==> src/design/les_pkg.sv <==
// Shared types, register indexes and the step program of the Lorenz Euler stepper.
`default_nettype none
package les_pkg;

  // Register indexes on the configuration channel.
  localparam logic [1:0] CFG_SIGMA = 2'd0;
  localparam logic [1:0] CFG_BETA  = 2'd1;
  localparam logic [1:0] CFG_RHO   = 2'd2;

  // Reset values of the coefficients, given in Q11.20.
  localparam longint SIGMA_RST = 64'd10485760;
  localparam longint BETA_RST  = 64'd2796132;
  localparam longint RHO_RST   = 64'd29360128;

  localparam int COLOUR_BITS = 16;
  localparam int PROG_LEN    = 15;

  typedef logic [3:0] pc_t;

  typedef enum logic [1:0] {
    K_ADD,
    K_SUB,
    K_NEG,
    K_MUL
  } kind_t;

  typedef enum logic [3:0] {
    S_X,
    S_Y,
    S_Z,
    S_T,
    S_M,
    S_DX,
    S_DY,
    S_DZ,
    S_SIGMA,
    S_BETA,
    S_RHO,
    S_DT
  } sel_t;

  typedef struct packed {
    kind_t kind;
    sel_t  a;
    sel_t  b;
    sel_t  dst;
  } step_t;

  // One Euler step as a list of saturating operations. The derivatives are all
  // taken from the old point; x, y and z are overwritten only in the last six steps.
  function automatic step_t prog(input pc_t pc);
    step_t s;
    case (pc)
      4'd0:    s = '{K_SUB, S_Y,     S_X,  S_T};
      4'd1:    s = '{K_MUL, S_SIGMA, S_T,  S_DX};
      4'd2:    s = '{K_SUB, S_RHO,   S_Z,  S_T};
      4'd3:    s = '{K_MUL, S_X,     S_T,  S_T};
      4'd4:    s = '{K_SUB, S_T,     S_Y,  S_DY};
      4'd5:    s = '{K_MUL, S_X,     S_Y,  S_M};
      4'd6:    s = '{K_MUL, S_BETA,  S_Z,  S_T};
      4'd7:    s = '{K_NEG, S_T,     S_T,  S_T};
      4'd8:    s = '{K_ADD, S_M,     S_T,  S_DZ};
      4'd9:    s = '{K_MUL, S_DT,    S_DX, S_T};
      4'd10:   s = '{K_ADD, S_X,     S_T,  S_X};
      4'd11:   s = '{K_MUL, S_DT,    S_DY, S_T};
      4'd12:   s = '{K_ADD, S_Y,     S_T,  S_Y};
      4'd13:   s = '{K_MUL, S_DT,    S_DZ, S_T};
      4'd14:   s = '{K_ADD, S_Z,     S_T,  S_Z};
      // A destination of dt writes nothing.
      default: s = '{K_ADD, S_T,     S_T,  S_DT};
    endcase
    return s;
  endfunction

endpackage
`default_nettype wire

==> src/design/lorenz_euler_step.sv <==
// Lorenz system stepper: one explicit Euler step per item, with a serial multiplier.
// Each item runs 8 add steps and 7 products on one shift-add multiplier retiring one bit a
// cycle, where the multiplier width MW is WORD_BITS (or FRAC_BITS-9 if larger); then the
// colour lanes are divided out and the result is loaded into the output register. A new
// item is taken only in the idle state, after the last result is loaded; a waiting
// result holds back only the load of the next one. Reset (rst, synchronous) sets x, y
// and z to 1.0 and sigma, beta, rho to 10, 2.6666, 28.
`default_nettype none
module lorenz_euler_step #(
  parameter int WORD_BITS = 32,
  parameter int FRAC_BITS = 20
) (
  input  wire logic                   clk,
  input  wire logic                   rst,
  input  wire logic                   s_tvalid,
  output logic                        s_tready,
  input  wire logic [7:0]             s_tdata,   // restart
  output logic                        m_tvalid,
  input  wire logic                   m_tready,
  output logic [((3*WORD_BITS+48+7)/8)*8-1:0] m_tdata,  // x_pos, y_pos, z_pos, red, green, blue
  output logic [0:0]                  m_tuser,   // overflow
  input  wire logic                   cfg_valid,
  output logic                        cfg_ready,
  input  wire logic [1:0]             cfg_index,
  input  wire logic [WORD_BITS-1:0]   cfg_data
);
  import les_pkg::*;

  localparam int W    = WORD_BITS;
  localparam int MW   = (WORD_BITS >= FRAC_BITS - 9) ? WORD_BITS : FRAC_BITS - 9;
  localparam int CNTW = $clog2(MW + 1);
  localparam int CW   = ((WORD_BITS > FRAC_BITS + 8) ? WORD_BITS : FRAC_BITS + 8) + 1;
  localparam int TDW  = ((3*WORD_BITS + 48 + 7) / 8) * 8;

  localparam logic [W-1:0]  MAXV    = {1'b0, {(W-1){1'b1}}};
  localparam logic [W-1:0]  MINV    = {1'b1, {(W-1){1'b0}}};
  localparam logic [W-1:0]  UNITY   = (FRAC_BITS >= WORD_BITS - 1) ? MAXV
                                                                   : (W'(1) << FRAC_BITS);
  localparam logic [MW-1:0] DT_MAG  = MW'(((64'd1 << FRAC_BITS) + 64'd500) / 64'd1000);
  localparam logic [CW-1:0] FULL    = CW'(200) << FRAC_BITS;

  localparam logic [2:0] ST_IDLE  = 3'd0;
  localparam logic [2:0] ST_EXEC  = 3'd1;
  localparam logic [2:0] ST_MUL   = 3'd2;
  localparam logic [2:0] ST_MFIN  = 3'd3;
  localparam logic [2:0] ST_CINIT = 3'd4;
  localparam logic [2:0] ST_COL   = 3'd5;
  localparam logic [2:0] ST_OUT   = 3'd6;

  logic [2:0]      state;
  pc_t             pc;
  logic [CNTW-1:0] cnt;
  logic            ovf;

  logic [W-1:0] sigma, beta, rho;
  logic [W-1:0] x, y, z, t, m, dx, dy, dz;

  logic [MW-1:0]   ma;
  logic [2*MW-1:0] prod;
  logic            neg;

  logic [CW-1:0]          rem [3];
  logic [COLOUR_BITS-1:0] quo [3];
  logic                   csat [3];

  step_t           stp;
  logic [W-1:0]    opa, opb;
  logic [W:0]      ea, eb, sum;
  logic            alu_ovf;
  logic [W-1:0]    alu_res;
  logic [MW:0]     hi_sum;
  logic [2*MW-1:0] prod_next;
  logic signed [2*MW-1:0] pw, sh;
  logic [2*MW-W:0] top;
  logic            mul_ovf;
  logic [W-1:0]    mul_res;
  logic            wr_en;
  logic [W-1:0]    wr_val;
  logic [W-1:0]    dlane [3];
  logic [CW-1:0]   lmag [3];
  logic [CW-1:0]   r2 [3];
  logic            ge [3];
  logic [COLOUR_BITS-1:0] col [3];

  function automatic logic [W-1:0] wmag(input logic [W-1:0] v);
    return v[W-1] ? (W'(0) - v) : v;
  endfunction

  assign s_tready  = (state == ST_IDLE);
  assign cfg_ready = 1'b1;
  assign stp       = prog(pc);

  always_comb begin
    case (stp.a)
      S_X:     opa = x;
      S_Y:     opa = y;
      S_Z:     opa = z;
      S_T:     opa = t;
      S_M:     opa = m;
      S_DX:    opa = dx;
      S_DY:    opa = dy;
      S_DZ:    opa = dz;
      S_SIGMA: opa = sigma;
      S_BETA:  opa = beta;
      S_RHO:   opa = rho;
      default: opa = '0;
    endcase
    case (stp.b)
      S_X:     opb = x;
      S_Y:     opb = y;
      S_Z:     opb = z;
      S_T:     opb = t;
      S_M:     opb = m;
      S_DX:    opb = dx;
      S_DY:    opb = dy;
      S_DZ:    opb = dz;
      S_SIGMA: opb = sigma;
      S_BETA:  opb = beta;
      S_RHO:   opb = rho;
      default: opb = '0;
    endcase
  end

  // Saturating add, subtract and negate, one guard bit wide.
  always_comb begin
    ea = {opa[W-1], opa};
    eb = {opb[W-1], opb};
    unique case (stp.kind)
      K_ADD: sum = ea + eb;
      K_SUB: sum = ea - eb;
      K_NEG: sum = (W+1)'(0) - ea;
      K_MUL: sum = ea;
    endcase
    alu_ovf = (sum[W] != sum[W-1]);
    alu_res = alu_ovf ? (sum[W] ? MINV : MAXV) : sum[W-1:0];
  end

  // Shift-add multiplier on magnitudes: the multiplier bits sit in the low half of
  // prod and leave it one a cycle while the partial sum enters from the top.
  always_comb begin
    hi_sum    = {1'b0, prod[2*MW-1:MW]} + (prod[0] ? {1'b0, ma} : (MW+1)'(0));
    prod_next = {hi_sum, prod[MW-1:1]};
    pw        = neg ? $signed((2*MW)'(0) - prod) : $signed(prod);
    sh        = pw >>> FRAC_BITS;
    top       = sh[2*MW-1:W-1];
    mul_ovf   = !((&top) || !(|top));
    mul_res   = mul_ovf ? (pw[2*MW-1] ? MINV : MAXV) : sh[W-1:0];
  end

  assign wr_en  = ((state == ST_EXEC) && (stp.kind != K_MUL)) || (state == ST_MFIN);
  assign wr_val = (state == ST_MFIN) ? mul_res : alu_res;

  assign dlane[0] = dx;
  assign dlane[1] = dy;
  assign dlane[2] = dz;

  // Colour lanes: restoring division of |d| << 16 by 200.0, one quotient bit a cycle.
  always_comb begin
    for (int l = 0; l < 3; l++) begin
      lmag[l] = CW'(wmag(dlane[l]));
      r2[l]   = {rem[l][CW-2:0], 1'b0};
      ge[l]   = (r2[l] >= FULL);
      col[l]  = csat[l] ? {COLOUR_BITS{1'b1}} : quo[l];
    end
  end

  always_ff @(posedge clk) begin
    if (rst) begin
      state    <= ST_IDLE;
      pc       <= '0;
      cnt      <= '0;
      ovf      <= 1'b0;
      m_tvalid <= 1'b0;
      sigma    <= W'(SIGMA_RST);
      beta     <= W'(BETA_RST);
      rho      <= W'(RHO_RST);
      x        <= UNITY;
      y        <= UNITY;
      z        <= UNITY;
    end else begin
      if (cfg_valid) begin
        case (cfg_index)
          CFG_SIGMA: sigma <= cfg_data;
          CFG_BETA:  beta  <= cfg_data;
          CFG_RHO:   rho   <= cfg_data;
          default:   ;
        endcase
      end

      // The output state handles its own handshake when it loads a new item.
      if (m_tvalid && m_tready && (state != ST_OUT)) begin
        m_tvalid <= 1'b0;
      end

      if (wr_en) begin
        case (stp.dst)
          S_X:     x  <= wr_val;
          S_Y:     y  <= wr_val;
          S_Z:     z  <= wr_val;
          S_T:     t  <= wr_val;
          S_M:     m  <= wr_val;
          S_DX:    dx <= wr_val;
          S_DY:    dy <= wr_val;
          S_DZ:    dz <= wr_val;
          default: ;
        endcase
      end

      case (state)
        ST_IDLE: begin
          if (s_tvalid) begin
            ovf   <= 1'b0;
            pc    <= '0;
            state <= ST_EXEC;
            if (s_tdata[0]) begin
              x <= UNITY;
              y <= UNITY;
              z <= UNITY;
            end
          end
        end
        ST_EXEC: begin
          if (stp.kind == K_MUL) begin
            ma    <= (stp.a == S_DT) ? DT_MAG : MW'(wmag(opa));
            prod  <= {{MW{1'b0}}, MW'(wmag(opb))};
            neg   <= ((stp.a == S_DT) ? 1'b0 : opa[W-1]) ^ opb[W-1];
            cnt   <= '0;
            state <= ST_MUL;
          end else begin
            ovf <= ovf | alu_ovf;
            if (pc == pc_t'(PROG_LEN - 1)) begin
              state <= ST_CINIT;
            end else begin
              pc <= pc + pc_t'(1);
            end
          end
        end
        ST_MUL: begin
          prod <= prod_next;
          cnt  <= cnt + CNTW'(1);
          if (cnt == CNTW'(MW - 1)) begin
            state <= ST_MFIN;
          end
        end
        ST_MFIN: begin
          ovf   <= ovf | mul_ovf;
          pc    <= pc + pc_t'(1);
          state <= ST_EXEC;
        end
        ST_CINIT: begin
          for (int l = 0; l < 3; l++) begin
            rem[l]  <= lmag[l];
            csat[l] <= (lmag[l] >= FULL);
            quo[l]  <= '0;
          end
          cnt   <= '0;
          state <= ST_COL;
        end
        ST_COL: begin
          for (int l = 0; l < 3; l++) begin
            rem[l] <= ge[l] ? (r2[l] - FULL) : r2[l];
            quo[l] <= {quo[l][COLOUR_BITS-2:0], ge[l]};
          end
          cnt <= cnt + CNTW'(1);
          if (cnt == CNTW'(COLOUR_BITS - 1)) begin
            state <= ST_OUT;
          end
        end
        ST_OUT: begin
          if (!m_tvalid || m_tready) begin
            m_tdata  <= TDW'({col[2], col[1], col[0], z, y, x});
            m_tuser  <= ovf;
            m_tvalid <= 1'b1;
            state    <= ST_IDLE;
          end
        end
        default: state <= ST_IDLE;
      endcase
    end
  end

  // The serial multiplier never runs past its last bit.
  a_mul_count: assert property (@(posedge clk) disable iff (rst)
    (state == ST_MUL) |-> (cnt < CNTW'(MW)))
    else $error("multiplier bit count ran past the operand width");

  // An accepted item always starts the program from its first step.
  a_start: assert property (@(posedge clk) disable iff (rst)
    (s_tvalid && s_tready) |=> ((state == ST_EXEC) && (pc == '0)))
    else $error("accepted item did not start at the first step");

  // A result still waiting in the output register is never overwritten.
  a_hold: assert property (@(posedge clk) disable iff (rst)
    (state == ST_OUT && m_tvalid && !m_tready) |=> (state == ST_OUT))
    else $error("finished result left while the output register was full");

  // The program counter stays inside the program while steps execute.
  a_pc_range: assert property (@(posedge clk) disable iff (rst)
    (state == ST_EXEC || state == ST_MUL || state == ST_MFIN) |-> (pc < pc_t'(PROG_LEN)))
    else $error("program counter outside the step program");

endmodule
`default_nettype wire

==> config.mk <==
export PLATFORM = sky130hd
export DESIGN_NAME = lorenz_euler_step
export DESIGN_NICKNAME = d
export VERILOG_FILES = /design/src/design/les_pkg.sv /design/src/design/lorenz_euler_step.sv
export SDC_FILE = /design/constraint.sdc
export NUM_CORES = 2
export LEC_CHECK = 0
export BUFFER_PORTS_ARGS = -buffer_cell sky130_fd_sc_hd__buf_2
export CAP_MARGIN = 5
export CORE_AREA = 5 5 357 359
export DETAILED_ROUTE_END_ITERATION = 7
export DIE_AREA = 0 0 362 364
export GPL_TIMING_DRIVEN = 0
export PLACE_DENSITY_LB_ADDON = 0.25
export SYNTH_ARGS = -nofsm -noshare
export SYNTH_HDL_FRONTEND = slang
export SYNTH_SLANG_ARGS = --single-unit
==> constraint.sdc <==
create_clock -name clk -period 30.6 [get_ports clk]
set_input_delay 4.59 -clock clk [delete_from_list [all_inputs] [get_ports clk]]
set_output_delay 4.59 -clock clk [all_outputs]
set_load 0.03 [all_outputs]
# After elaboration in Yosys (flattened, before gate mapping)
# Memories as Yosys holds them, arrays and structs flattened. A register that Yosys moved wholly into a read port is not among the register bits.
# Index checks and enable logic that the tools add are counted.
[word_totals]
mem_bits_rw = 150
rom_bits = 208
memories = 4
wordCells = 220
in_bits = 47
register_bits = 609
output_inout_bits = 148
[classes]
mux = 69
n_reduce_logical = 37
n_eq_ne = 53
addsub = 15
order_cmp = 6
bitwise_logic = 11
[mem_list]
columns = ["memory", "words", "width", "rd", "rd_ports_with_merged_regs", "wr", "line", "text"]
rows = [
  ["(no name shown)", 16, 13, 1, 1, 0, "les_pkg.sv:53", "case (pc)"],
  ["rem", 3, 33, 3, 0, 3, "lorenz_euler_step.sv:62", "logic [CW-1:0] rem [3];"],
  ["quo", 3, 16, 3, 0, 3, "lorenz_euler_step.sv:63", "logic [COLOUR_BITS-1:0] quo [3];"],
  ["csat", 3, 1, 3, 0, 3, "lorenz_euler_step.sv:64", "logic csat [3];"],
]
[ops]
columns = ["op", "n"]
rows = [
  ["2-to-1 mux 32 bit", 25],
  ["case mux 32 bit (11 select lines)", 2],
  ["2-to-1 mux 33 bit", 6],
  ["subtractor 1 x 32 -> 32 bit (first input constant)", 5],
  ["case mux 33 bit (4 select lines)", 1],
  ["2-to-1 mux 64 bit", 2],
  ["case mux 64 bit (2 select lines)", 1],
  [">= comparator 33 x 28 -> 1 bit (second input constant)", 3],
  ["subtractor 33 x 28 -> 33 bit (second input constant)", 3],
  [">= comparator 32 x 28 -> 1 bit (second input constant)", 3],
  ["adder 32 x 32 -> 33 bit", 2],
  ["subtractor 1 x 64 -> 64 bit (first input constant)", 1],
  ["equality test 4 x 3 -> 1 bit (second input constant)", 12],
  ["2-to-1 mux 16 bit", 3],
  ["subtractor 1 x 32 -> 33 bit (first input constant)", 1],
  ["subtractor 32 x 32 -> 33 bit", 1],
  ["equality test 4 bit (second input constant)", 8],
  ["2-to-1 mux 31 bit", 1],
  ["AND reduction 3 bit", 9],
  ["equality test 4 x 2 -> 1 bit (second input constant)", 6],
  ["case mux 3 bit (7 select lines)", 1],
  ["2-to-1 mux 4 bit", 5],
  ["2-to-1 mux 3 bit", 6],
  ["case mux 6 bit (3 select lines)", 1],
  ["36 further kinds", 83],
]

# Depth between registers and ports, before layout
[logic_depth]
ltp_word = 12
depth_mapped = 29
mapped_depth_nobuf = 24

# Worst setup path after synthesis
# OpenSTA, ideal clock, no wires.
[synth_path]
path_type = "input -> register"
start = "input rst"
end = "register m_tdata[0], enable pin"
required_time_ps = 29773
cell_stages = 3
setup_time_ps = 827
arrival_ps = 14775
path_buffers = 2
setup_slack_ps = 14998
path_cell_list = "clkbuf_1 > clkbuf_1 > nor3_1"
[synth_via]
elab_chain_len = 2
[synth_rtl]
columns = ["element", "line", "text"]
rows = [
  ["start: declaration", "lorenz_euler_step.sv:14", "input wire logic rst,"],
  ["inverter 1 bit (no source line)", "n/a", ""],
  ["AND reduction 3 bit (no source line)", "n/a", ""],
  ["end signal: assignment", "lorenz_euler_step.sv:271", "m_tdata <= TDW'({col[2], col[1], col[0], z, y, x});"],
  ["end: declaration", "lorenz_euler_step.sv:20", "output logic [((3*WORD_BITS+48+7)/8)*8-1:0] m_tdata,"],
]
# Every way passes these cells.
# A chain may end at the register's enable or synchronous reset.

# Worst setup path after layout
[layout_path]
start = "register stp[5] (netlist name)"
end = "register dx[10] (data pin)"
[layout_via]
elab_chain_len = 7
elab_cells_between_ends = 19
classes_between = "add/sub: 2; eq/ne: 11; mux: 5; reduce/logical: 1"
[layout_rtl]
columns = ["element", "line", "text"]
rows = [
  ["equality test 4 bit (tied with other cells)", "lorenz_euler_step.sv:108", "case (stp.b)"],
  ["case mux 32 bit (11 select lines) (*)", "lorenz_euler_step.sv:108", ""],
  ["subtractor 32 x 32 -> 33 bit or adder 32 x 32 -> 33 bit (tied branches)", "lorenz_euler_step.sv:130, lorenz_euler_step.sv:129", ""],
  ["case mux 33 bit (4 select lines) (*)", "lorenz_euler_step.sv:128", "unique case (stp.kind)"],
  ["2-to-1 mux 32 bit or inequality test 1 bit (tied branches)", "lorenz_euler_step.sv:135, lorenz_euler_step.sv:134", ""],
  ["2-to-1 mux 32 bit (*)", "lorenz_euler_step.sv:135", "alu_res = alu_ovf ? (sum[W] ? MINV : MAXV) : sum[W-1:0];"],
  ["2-to-1 mux 32 bit (*)", "lorenz_euler_step.sv:151", "assign wr_val = (state == ST_MFIN) ? mul_res : alu_res;"],
  ["net wr_val[10]", "lorenz_euler_step.sv:78", "logic [W-1:0] wr_val;"],
  ["end signal: assignment", "lorenz_euler_step.sv:202", "S_DX: dx <= wr_val;"],
  ["end: declaration", "lorenz_euler_step.sv:56", "logic [W-1:0] x, y, z, t, m, dx, dy, dz;"],
]
# Mark *: on every way through the listed nets, which the timed path passes. The rest lies on a longest branch.

==> impl_metrics.env <==
export IMPL_crit_type="register to register"
export IMPL_fp_dieH_um=364
export IMPL_routed_wl_um=197000
export IMPL_ys_types=116
export IMPL_gp_congestion=1.04
export IMPL_nets=4688
export IMPL_max_cap_viol_count=1
export IMPL_wl_per_cell_um=31.4
export IMPL_cp_start_kind="register"
export IMPL_firstDrtPassIters=6
export IMPL_max_slew_margin_pct=-8.48
export IMPL_r2r_start="stp[5]"
export IMPL_drtIter0Drc=5121
export IMPL_worstPathArrival_ns=11.44
export IMPL_violations="capacitance limit, slew limit"
export IMPL_ys_seq_area_share_pct=48.6
export IMPL_mostFrequentLayoutCells="edfxtp_1, nand2_1, a21oi_1"
export IMPL_final_layout_size_suffix_gt1_share_pct=14.8
export IMPL_rows=129
export IMPL_r2r_slack_ns=19.55
export IMPL_final_setup_tns_ns=0
export IMPL_dpl_hpwl_um=156000
export IMPL_cts_sinks=769
export IMPL_syn_nets=4367
export IMPL_async_flop_share_pct=0
export IMPL_fmax_mhz=90.5
export IMPL_io_pins=195
export IMPL_track_usage_pct=28.8
export IMPL_whs_endpoint="beta[1]"
export IMPL_final_common_cell="edfxtp_1"
export IMPL_hold_violations=0
export IMPL_p_leak_nw=17.7
export IMPL_clock_latency_ns=0.72
export IMPL_cts_resized=0
export IMPL_syn2layout_area_growth_pct=15.4
export IMPL_p_per_area_nw_per_um2=108
export IMPL_synth_edf_count=549
export IMPL_slew_viol_final=8
export IMPL_ys_ff_latch=769
export IMPL_irDropWorstVdd_v=0.000108
export IMPL_synthFlopType="edfxtp_1"
export IMPL_hold_class="register to register"
export IMPL_crit_path_end_kind="register"
export IMPL_die_area_um2=132000
export IMPL_cts_tree="yes"
export IMPL_cts_hold_buf=0
export IMPL_post_route_period_util_pct=36.1
export IMPL_cts_root_buf="clkbuf_16"
export IMPL_layout_min_cycle_time_ns=11.05
export IMPL_antenna_found_initial=11
export IMPL_initial_utilization_pct=34.8
export IMPL_utilization_pct=40.2
export IMPL_clk_path_buf_depth=3
export IMPL_post_drt_via_cell_ratio=6.05
export IMPL_die_x_um=362
export IMPL_synth_cells=4235
export IMPL_clk_pin_slew_ns=0.06
export IMPL_cp_max_fo=10
export IMPL_mappedNetlistArea_um2=43000
export IMPL_grt_pass1_vias=34800
export IMPL_cts_buffers=89
export IMPL_grt_remaining_overflow=0
export IMPL_clock_skew_ns=0.0708
export IMPL_r2r_end="dx[10]"
export IMPL_worst_slew_pin_slew_ns=1.62
export IMPL_core_um2=123000
export IMPL_drtAntennaViolNets=0
export IMPL_syn_area_per_cell_um2=10.2
export IMPL_cts_htree_levels=3
export IMPL_grt_pass1_wl_um=271000
export IMPL_holdCritStartpoint="beta[1]"
export IMPL_reg2regPathDepth=26
export IMPL_worstPathRequired_ns=30.99
export IMPL_rsz0062_at_grt="false"
export IMPL_portBuffers=186
export IMPL_grt_max_degree=34
export IMPL_status="finished with violations"
export IMPL_post_cts_setup_buffers=0
export IMPL_setup_viol=0
export IMPL_drcViolationCount=0
export IMPL_yosysWarnings=0
export IMPL_holdPathStages=2
export IMPL_vias=37900
## worst max path at each step
stage	cells past startpoint	end	startpoint	slack, ns
2_1_floorplan	3	m_tdata[0]	rst	15.00
3_5_place_dp	26	dx[10]	stp[5]	20.10
6_report	26	dx[10]	stp[5]	19.55
5_1_grt	28	dx[22]	stp[5]	19.67
4_1_cts	26	dy[10]	stp[5]	20.08
3_3_place_gp	4	m_tdata[60]	rst	7.97
## layout make-up
class	instances	area (um2)
diodes	8	20.0
repair buffers	230	1490
plain buffers	280	1350
multi-input cells	3100	20500
well taps	1637	2050
clock inverters	58	633
inverters	86	323
fillers	12200	73800
flip-flops and latches	769	20900
clock buffers	106	2350
## sequential cells by signal, summed over array words and instances (netlist names), 48 cells and up
name and flops:
prod 64, rem 96, quo 48, m_tdata 144
## per-stage QoR
step / total power, mW / cells / hold WS, ns / setup slack [ns] / cell area (um2)
after floorplan: 3.02 / 4235 / 0.408 / 15.00 / 43000
after global placement: 4.13 / 6058 / 0.442 / 7.97 / 46000
after detailed placement: 4.15 / 6102 / 0.449 / 20.10 / 46600
after CTS: 5.26 / 6266 / 0.459 / 20.08 / 49600
after global routing: 5.47 / 6267 / 0.466 / 19.67 / 49600
final: 5.35 / 6274 / 0.464 / 19.55 / 49600
## worst max-delay path, stage by stage, from the launching register on
cell and delay, ns:
dfxtp_1 0.38, buf_2 0.39, buf_2 0.53, clkbuf_1 0.78, clkbuf_1 0.74, mux2_2 0.42, a22oi_1 0.14, nor2_1 0.14
a211oi_1 0.86, ha_1 0.42, nand2_1 0.07, nor2_1 0.20, nor2_1 0.08, xor2_1 0.26, ha_1 0.33, a21o_1 0.19
or3_1 0.33, o21ai_0 0.42, a21boi_0 0.42, a311o_1 0.50, o21ai_0 0.69, a21oi_1 0.27, o211ai_2 0.27, buf_6 0.24
nand2_1 0.13, a31oi_1 0.78, nor2b_1 0.73
## synth_stat cells (25+ instances only)
master	instances	share of area, %
nor2_1	250	2.2
nor2b_1	48	0.70
or4_1	30	0.52
nand3_1	61	0.71
mux4_2	26	1.4
or2_2	68	0.99
nand2_1	515	4.5
inv_1	82	0.72
nand3b_1	45	0.79
a31oi_1	37	0.54
mux2_2	46	1.2
nor3_1	66	0.77
mux2i_1	63	1.5
a211oi_1	35	0.61
dfxtp_1	220	10
xor2_1	191	3.9
ha_1	83	2.4
edfxtp_1	549	38
xnor2_1	116	2.4
nor4_1	42	0.61
a22o_1	58	1.2
a21o_1	37	0.65
a221oi_1	33	0.67
or3_1	26	0.38
a21oi_1	295	3.4
a22oi_1	56	0.98
and2_1	109	1.6
nand2b_1	41	0.60
buf_2	41	0.48
clkbuf_1	186	1.6
buf_6	27	0.71
a221o_1	25	0.58
o31ai_1	41	0.72
o21ai_0	269	3.1
## report_power, final
group | total [mW] | leakage [nW] | internal [mW] | switching, mW
Clock | 1.10 | 1.44 | 0.617 | 0.478
Combinational | 2.75 | 9.43 | 0.779 | 1.98
Sequential | 1.50 | 6.78 | 1.42 | 0.0834
Total | 5.35 | 17.7 | 2.81 | 2.54
## per-layer routing
layer / track usage [%] / wire (um)
met5: 0 / 0
met4: 14.3 / 11800
met3: 8.48 / 22300
met2: 40.2 / 77900
met1: 40.5 / 85200
## logic make-up after synthesis
logic type / after synthesis / synth area share, %
AOI/OAI and AO/OA: 1111 / 17.1
xor gates and xnor gates: 307 / 6.25
adders and majority gates: 94 / 2.74
buffers and inverters: 366 / 3.89
DFF: 769 / 48.6
muxes: 140 / 4.21
other: 1 / 0.00872
and+or+nand+nor: 1447 / 17.2
Power figures use the tool's default switching activity.
